### src/rtl/tfqs_pkg.sv
package tfqs_pkg;

    // Field widths
    localparam int HASH_W  = 32;
    localparam int WORD_W  = 32;
    localparam int PORT_W  = 16;
    localparam int QUEUE_W = 6;
    localparam int LG_W    = 4;
    localparam int QCNT_W  = 7;
    localparam int CFG_IDX_W = 3;

    // Configuration register indexes
    localparam logic [CFG_IDX_W-1:0] CFG_KEY0     = 3'd0;
    localparam logic [CFG_IDX_W-1:0] CFG_KEY1     = 3'd1;
    localparam logic [CFG_IDX_W-1:0] CFG_KEY2     = 3'd2;
    localparam logic [CFG_IDX_W-1:0] CFG_KEY3     = 3'd3;
    localparam logic [CFG_IDX_W-1:0] CFG_LOCAL_IP = 3'd4;
    localparam logic [CFG_IDX_W-1:0] CFG_TABLE_LG = 3'd5;
    localparam logic [CFG_IDX_W-1:0] CFG_QCOUNT   = 3'd6;

    // Reset values
    localparam logic [WORD_W-1:0] KEY0_RESET = 32'h8219FA80;
    localparam logic [WORD_W-1:0] KEY1_RESET = 32'hA4310659;
    localparam logic [WORD_W-1:0] KEY2_RESET = 32'h3E3F9AAC;
    localparam logic [WORD_W-1:0] KEY3_RESET = 32'h3DAED6D9;
    localparam logic [LG_W-1:0]   TABLE_LG_RESET = 4'd11;
    localparam logic [QCNT_W-1:0] QCOUNT_RESET   = 7'd1;

    // XOR of the key windows picked by the set bits of one tuple word.
    // Bit b (LSB index) selects the window pair[b+32:b+1].
    function automatic logic [HASH_W-1:0] hash_word(
        input logic [WORD_W-1:0] word,
        input logic [WORD_W-1:0] key_hi,
        input logic [WORD_W-1:0] key_lo
    );
        logic [2*WORD_W-1:0] pair;
        logic [HASH_W-1:0]   acc;
        pair = {key_hi, key_lo};
        acc  = '0;
        for (int b = 0; b < WORD_W; b++)
        begin
            if (word[b])
            begin
                acc = acc ^ pair[b+1 +: HASH_W];
            end
        end
        return acc;
    endfunction

endpackage

### src/rtl/tfqs_mod_pipe.sv
module tfqs_mod_pipe
    import tfqs_pkg::*;
#(
    parameter int TW = 11,
    parameter int QW = 7
)
(
    input  logic              clk,
    input  logic              rst_n,
    input  logic [QW-1:0]     qc,
    input  logic              in_valid,
    output logic              in_stall,
    input  logic [HASH_W-1:0] in_hash,
    input  logic [TW-1:0]     in_dividend,
    output logic              out_valid,
    input  logic              out_stall,
    output logic [HASH_W-1:0] out_hash,
    output logic [QW-1:0]     out_rem
);

    // One restoring step per stage, dividend MSB first
    logic              valid_reg [TW];
    logic [QW-1:0]     rem_reg   [TW];
    logic [TW-1:0]     div_reg   [TW];
    logic [HASH_W-1:0] hash_reg  [TW];
    logic              adv       [TW];

    genvar k;
    generate
        for (k = 0; k < TW; k++)
        begin : g_stage
            logic              src_valid;
            logic [QW-1:0]     src_rem;
            logic [TW-1:0]     src_div;
            logic [HASH_W-1:0] src_hash;
            logic [QW:0]       trial;
            logic [QW-1:0]     rem_next;

            if (k == 0)
            begin : g_first
                assign src_valid = in_valid;
                assign src_rem   = '0;
                assign src_div   = in_dividend;
                assign src_hash  = in_hash;
            end
            else
            begin : g_chain
                assign src_valid = valid_reg[k-1];
                assign src_rem   = rem_reg[k-1];
                assign src_div   = div_reg[k-1];
                assign src_hash  = hash_reg[k-1];
            end

            // Stage can take a request when empty or when its own moves on
            if (k == TW - 1)
            begin : g_last_adv
                assign adv[k] = !valid_reg[k] || !out_stall;
            end
            else
            begin : g_mid_adv
                assign adv[k] = !valid_reg[k] || adv[k+1];
            end

            // Shift in one dividend bit, subtract divisor if it fits
            always_comb
            begin
                trial = {src_rem, src_div[TW-1-k]};
                if (trial >= {1'b0, qc})
                begin
                    rem_next = QW'(trial - {1'b0, qc});
                end
                else
                begin
                    rem_next = QW'(trial);
                end
            end

            always_ff @(posedge clk or negedge rst_n)
            begin
                if (!rst_n)
                begin
                    valid_reg[k] <= 1'b0;
                end
                else if (adv[k])
                begin
                    valid_reg[k] <= src_valid;
                end
            end

            always_ff @(posedge clk)
            begin
                if (adv[k] && src_valid)
                begin
                    rem_reg[k]  <= rem_next;
                    div_reg[k]  <= src_div;
                    hash_reg[k] <= src_hash;
                end
            end
        end
    endgenerate

    assign in_stall  = !adv[0];
    assign out_valid = valid_reg[TW-1];
    assign out_hash  = hash_reg[TW-1];
    assign out_rem   = rem_reg[TW-1];

endmodule

### src/rtl/toeplitz_flow_queue_select.sv
// Toeplitz flow hash and receive queue select.
// Pipeline from accepted request to result: hash stage, XOR/mask stage,
// then one restoring modulo step per table bit.
// Throughput: one request per cycle; every stage holds in place under stall.
// Reset: asynchronous active-low rst_n clears all valid bits and loads the
// default key, local_ip 0, table_log2 11 and queue_count 1.
module toeplitz_flow_queue_select
    import tfqs_pkg::*;
#(
    parameter int MAX_QUEUES     = 64,
    parameter int MAX_TABLE_LOG2 = 11
)
(
    input  logic                 clk,
    input  logic                 rst_n,
    // configuration write channel
    input  logic                 cfg_valid,
    output logic                 cfg_ready,
    input  logic [CFG_IDX_W-1:0] cfg_index,
    input  logic [WORD_W-1:0]    cfg_data,
    // flow request channel
    input  logic                 in_valid,
    output logic                 in_stall,
    input  logic [WORD_W-1:0]    remote_ip,
    input  logic [PORT_W-1:0]    remote_port,
    input  logic [PORT_W-1:0]    own_port,
    // result channel
    output logic                 out_valid,
    input  logic                 out_stall,
    output logic [HASH_W-1:0]    hash_value,
    output logic [QUEUE_W-1:0]   queue_index
);

    localparam int TW = (MAX_TABLE_LOG2 == 0) ? 1 : MAX_TABLE_LOG2;
    localparam int QW = $clog2(MAX_QUEUES + 1);
    localparam logic [4:0] MAX_LG = 5'(MAX_TABLE_LOG2);
    localparam logic [8:0] MAX_QC = 9'(MAX_QUEUES);

    // Configuration registers
    logic [WORD_W-1:0] key0_reg, key1_reg, key2_reg, key3_reg;
    logic [WORD_W-1:0] local_ip_reg;
    logic [LG_W-1:0]   table_lg_reg;
    logic [QCNT_W-1:0] qcount_reg;

    assign cfg_ready = 1'b1;

    always_ff @(posedge clk or negedge rst_n)
    begin
        if (!rst_n)
        begin
            key0_reg     <= KEY0_RESET;
            key1_reg     <= KEY1_RESET;
            key2_reg     <= KEY2_RESET;
            key3_reg     <= KEY3_RESET;
            local_ip_reg <= '0;
            table_lg_reg <= TABLE_LG_RESET;
            qcount_reg   <= QCOUNT_RESET;
        end
        else if (cfg_valid && cfg_ready)
        begin
            unique case (cfg_index)
                CFG_KEY0:     key0_reg     <= cfg_data;
                CFG_KEY1:     key1_reg     <= cfg_data;
                CFG_KEY2:     key2_reg     <= cfg_data;
                CFG_KEY3:     key3_reg     <= cfg_data;
                CFG_LOCAL_IP: local_ip_reg <= cfg_data;
                CFG_TABLE_LG: table_lg_reg <= cfg_data[LG_W-1:0];
                CFG_QCOUNT:   qcount_reg   <= cfg_data[QCNT_W-1:0];
                default:      ;
            endcase
        end
    end

    // Effective table size and queue count, saturated; a queue count of 0 is taken as 1
    logic [4:0]    lg_eff;
    logic [8:0]    qc_wide;
    logic [QW-1:0] qc_eff;

    always_comb
    begin
        if ({1'b0, table_lg_reg} > MAX_LG)
        begin
            lg_eff = MAX_LG;
        end
        else
        begin
            lg_eff = {1'b0, table_lg_reg};
        end

        qc_wide = {2'b00, qcount_reg};
        if (qc_wide == 9'd0)
        begin
            qc_eff = QW'(1);
        end
        else if (qc_wide > MAX_QC)
        begin
            qc_eff = QW'(MAX_QC);
        end
        else
        begin
            qc_eff = QW'(qc_wide);
        end
    end

    // Stage handshake
    logic a_valid_reg, b_valid_reg;
    logic a_adv, b_adv;
    logic mp_stall;

    assign b_adv    = !b_valid_reg || !mp_stall;
    assign a_adv    = !a_valid_reg || b_adv;
    assign in_stall = !a_adv;

    // Stage A: per-word key window XOR
    logic [HASH_W-1:0] h0_reg, h1_reg, h2_reg;

    always_ff @(posedge clk or negedge rst_n)
    begin
        if (!rst_n)
        begin
            a_valid_reg <= 1'b0;
        end
        else if (a_adv)
        begin
            a_valid_reg <= in_valid;
        end
    end

    always_ff @(posedge clk)
    begin
        if (a_adv && in_valid)
        begin
            h0_reg <= hash_word(remote_ip, key0_reg, key1_reg);
            h1_reg <= hash_word(local_ip_reg, key1_reg, key2_reg);
            h2_reg <= hash_word({remote_port, own_port}, key2_reg, key3_reg);
        end
    end

    // Stage B: combine and mask to the table size
    logic [HASH_W-1:0] hash_next;
    logic [TW-1:0]     masked_next;
    logic [HASH_W-1:0] hash_reg;
    logic [TW-1:0]     masked_reg;

    always_comb
    begin
        hash_next = h0_reg ^ h1_reg ^ h2_reg;
        for (int i = 0; i < TW; i++)
        begin
            masked_next[i] = hash_next[i] && (5'(i) < lg_eff);
        end
    end

    always_ff @(posedge clk or negedge rst_n)
    begin
        if (!rst_n)
        begin
            b_valid_reg <= 1'b0;
        end
        else if (b_adv)
        begin
            b_valid_reg <= a_valid_reg;
        end
    end

    always_ff @(posedge clk)
    begin
        if (b_adv && a_valid_reg)
        begin
            hash_reg   <= hash_next;
            masked_reg <= masked_next;
        end
    end

    // Modulo by queue count
    logic [QW-1:0] rem;

    tfqs_mod_pipe #(
        .TW (TW),
        .QW (QW)
    ) u_mod (
        .clk         (clk),
        .rst_n       (rst_n),
        .qc          (qc_eff),
        .in_valid    (b_valid_reg),
        .in_stall    (mp_stall),
        .in_hash     (hash_reg),
        .in_dividend (masked_reg),
        .out_valid   (out_valid),
        .out_stall   (out_stall),
        .out_hash    (hash_value),
        .out_rem     (rem)
    );

    assign queue_index = QUEUE_W'(rem);

endmodule

### config.mk
export PLATFORM = sky130hd
export DESIGN_NAME = toeplitz_flow_queue_select
export DESIGN_NICKNAME = d
export VERILOG_FILES = /design/src/rtl/tfqs_pkg.sv /design/src/rtl/tfqs_mod_pipe.sv /design/src/rtl/toeplitz_flow_queue_select.sv
export SDC_FILE = /design/constraint.sdc
export NUM_CORES = 2
export LEC_CHECK = 0
export ABC_AREA = 1
export ABC_CLOCK_PERIOD_IN_PS = 5400
export BUFFER_PORTS_ARGS = -buffer_cell sky130_fd_sc_hd__buf_4
export CAP_MARGIN = 20
export CORE_MARGIN = 3
export CORE_UTILIZATION = 60
export CTS_CLUSTER_DIAMETER = 60
export DETAILED_ROUTE_END_ITERATION = 12
export PLACE_DENSITY = 0.88
export SYNTH_ARGS = -nofsm -noshare
export SYNTH_HDL_FRONTEND = slang
export SYNTH_SLANG_ARGS = --single-unit
### constraint.sdc
create_clock -name clk -period 5.4 [get_ports clk]
set_input_delay 1.08 -clock clk [delete_from_list [all_inputs] [get_ports clk]]
set_output_delay 1.08 -clock clk [all_outputs]
set_load 0.03 [all_outputs]
==> summary.txt <==
Routing
  – Drt pass-1 iters: 9
  – DRT Wirelength: 247 mm
  – DR vias: 72,500
  – Met3 wire length: 40.3 mm
  – Antenna-violating nets left: 0
  – WL met2: 103 mm
  – Iteration-0 DRC Markers: 10,000
  – Vias per inst: 5.94
  – # DRC: 0
  – M1 WL: 79.3 mm
  – Uppermost layer routed: met5
  – Routed len/inst: 20.2 um

Cells and area
  – Nets: 10,600
  – Share of cells above drive strength 1: 4.88%
  – Max reg flops: 352
  – Layout Cells excl Fill: 12,200
  – Core Util, Final: 62.8%
  – Layout area overhead: 3.44%

Job
  – Max-cap violation count: 0

Die
  – Io pins: 145
  – Core Box Area: 0.128 mm2
  – Initial Util: 60.7%
  – Die Height: 366 um
  – Die area: 0.134 mm2
  – Row count: 131
  – Width of the die: 366 um

Worst setup path
  – Crit path buf inv count: 3
  – CP Depth: 16
  – CP Launch Type: input port
  – Crit path DAT: 3.52 ns
  – Top delay family on crit path: simple AND/OR/NAND/NOR gates
  – Critical path class: in2out
  – CP most frequent cell: nor2_2
  – Worst Setup SP: out_stall
  – Reg2Reg Launch Point: qcount_reg[6]$_DFFE_PN0P_
  – Worst path max stage delay: 0.22 ns
  – WP data required: 4.32 ns
  – Max FO, Critical Path: 3
  – R2R depth: 12
  – CP endpoint kind: primary output
  – Crit-path cells: buf_4, nand2_1, nor2_2, nand2_1, nor2_2, nand2_1, nor2_2, nand2_1, nor2_2, nand2_2, nor2_2, nand2_1, nor2_2, nand2_2, inv_1, buf_4
  – Crit-path slowest cell: nor2_2

Global route
  – First-pass GRT wire length: 377 mm
  – Largest net degree at the start of global routing: 123
  – Vias in the first global route: 70,400
  – Initial antenna violation count: 13
  – All-layer global routing usage: 35.5%
  – Congestion Overflow GR: 0

Clock tree
  – CTS Hold Bufs: 0
  – H-Tree Depth: 3
  – Max Buffers Root-to-Sink: 3
  – Post-CTS Setup Repair Bufs: 0
  – Post-cts sizing count: 0
  – CTS root buf: clkbuf_16
  – Clk_lat worst skew: 0.69 ns
  – TritonCTS Sinks: 805
  – CTS buffer count: 80
  – Worst-path clk slew: 0.06 ns
  – CTS tree: built

Logic synthesis
  – Netlist Area Pre-Place: 0.0777 mm2
  – Flops & latches, synth: 805
  – Warnings from Yosys: 0
  – Top cell type's share of synthesized area: 24.0%
  – Post-Syn Nets: 11,000
  – Syn Inst Count: 10,800
  – Area contributors post-synth: edfxtp_1, nand2_1, xnor2_1
  – Ys async rst share: 22.7%
  – Unique masters post-synth: 46
  – Top FF cell, synth: edfxtp_1
  – Post-synth EDFFs: 622
  – Top cell type by total area after synthesis: edfxtp_1
  – Register area share after synthesis: 30.0%
  – Syn avg cell area: 7.19 um2

Timing
  – # setup viols final: 0
  – Tightest Pin Transition: 1.23 ns
  – RSZ-0062 raised after global routing: no
  – Setup_tns: 0 ns
  – Final Hold Vio Count: 0
  – Slew HR: 17.7%
  – Fin crit share: 85.2%
  – Clock skew: 0.0559 ns
  – Fmax: 0.217 GHz
  – Max-slew violation count: 0
  – Min Tclk post-route: 4.60 ns
  – Worst Hold Margin: 0.398 ns

Placed design
  – Placed insts: 12,000
  – Port bufs: 143
  – Post-DP HPWL: 146 mm
  – RePlAce Congestion: 0.930

Power
  – Lkg Pwr: 34.5 nW
  – P per Cell Area: 529 mW/mm2
  – VDD IR max: 0.439 mV

Outcome
  – Status: finished clean

Worst hold path
  – Worst Hold Class: in2async
## final timing paths
| path | slack, ns | end |
|---|---|---|
| max in group asynchronous | 3.83 | key1_reg[28]$_DFFE_PN0P_ |
| max | 0.80 | in_stall |
| max reg2reg | 1.20 | u_mod.rem_reg[4][2]$_DFFE_PP_ |
| min reg2reg | 0.41 | u_mod.hash_reg[5][30]$_DFFE_PP_ |
| min | 0.40 | key3_reg[13]$_DFFE_PN0P_ |
| min in group clk | 0.41 | u_mod.hash_reg[5][30]$_DFFE_PP_ |
## cells in the final DEF, fill, tap and decap left out, types with 15 or more instances in the layout
master     count
dfrtp_2       48
nand4_1       21
nand2_1     4955
edfxtp_1     622
xnor3_1       15
ha_1          72
clkbuf_16     80
nor2_1       113
nand3b_1     132
dfrtp_1       69
or2_1         49
xnor2_1     1623
inv_1        744
nand3_1      273
buf_4        194
or2_2         21
xor2_1       860
a21oi_1       69
clkbuf_1      17
o21ai_0      238
dfstp_2       66
## synth_stat cells (25+ instances only)
cell and instances:
a21oi_1 73, buf_2 413, buf_4 185, buf_6 25, clkbuf_1 73, dfrtp_1 117, dfstp_2 66, edfxtp_1 622
ha_1 72, inv_1 747, nand2_1 4959, nand3_1 274, nand3b_1 132, nor2_1 116, o21ai_0 238, or2_1 49
xnor2_1 1623, xor2_1 860
## stage by stage
step | power, mW | setup slack, ns | area (um2)
global placement | 34.1 | 0.815 | 77500
detailed placement | 35.4 | 0.803 | 77500
floorplan | 29.3 | 0.812 | 77700
CTS | 41.4 | 0.748 | 80200
finish | 42.6 | 0.802 | 80400
global route | 45.1 | 0.571 | 80400
## final cells by class
type / count / area (um2)
diodes: 13 / 32.5
fillers: 10200 / 47600
clock inverters: 48 / 613
well taps: 1729 / 2160
clock buffers: 99 / 2090
flip-flops and latches: 805 / 23400
repair buffers: 204 / 1660
inverters: 747 / 2810
multi-input cells: 8555 / 47600
## worst reg2reg max path: stages, from the launching register on
cell	delay, ns
dfrtp_1	0.46
inv_1	0.52
nand2_1	0.58
ha_1	0.55
a21oi_1	0.23
o21ai_1	0.16
nand2_1	0.09
nand2_1	0.05
a21oi_1	0.21
o21ai_1	0.12
a211oi_2	0.66
nand2_1	0.20
o21ai_0	0.17
## power breakdown
part           total [mW]  switching (mW)  internal (mW)
Combinational        23.7            14.9           8.81
Clock                5.68            2.51           3.17
Sequential           13.2            3.17           9.99
## logic make-up after synthesis
kind of cell / after synthesis / synth area share, %
AOI/OAI and AO/OA: 340 / 2.28
xor gates and xnor gates: 2517 / 28.8
adders and majority gates: 82 / 1.42
buffers and inverters: 1448 / 8.79
DFF: 805 / 30.0
other: 1 / 0.00483
and+or+nand+nor: 5615 / 28.6
## metal layers
metal | vias up | track usage (%)
met5 | - | 0
met4 | 4 | 27.4
met3 | 2119 | 12.0
met2 | 5886 | 54.3
met1 | 32600 | 41.1
li1 | 31900 | -
No activity file was read; power rests on OpenSTA's default activity.
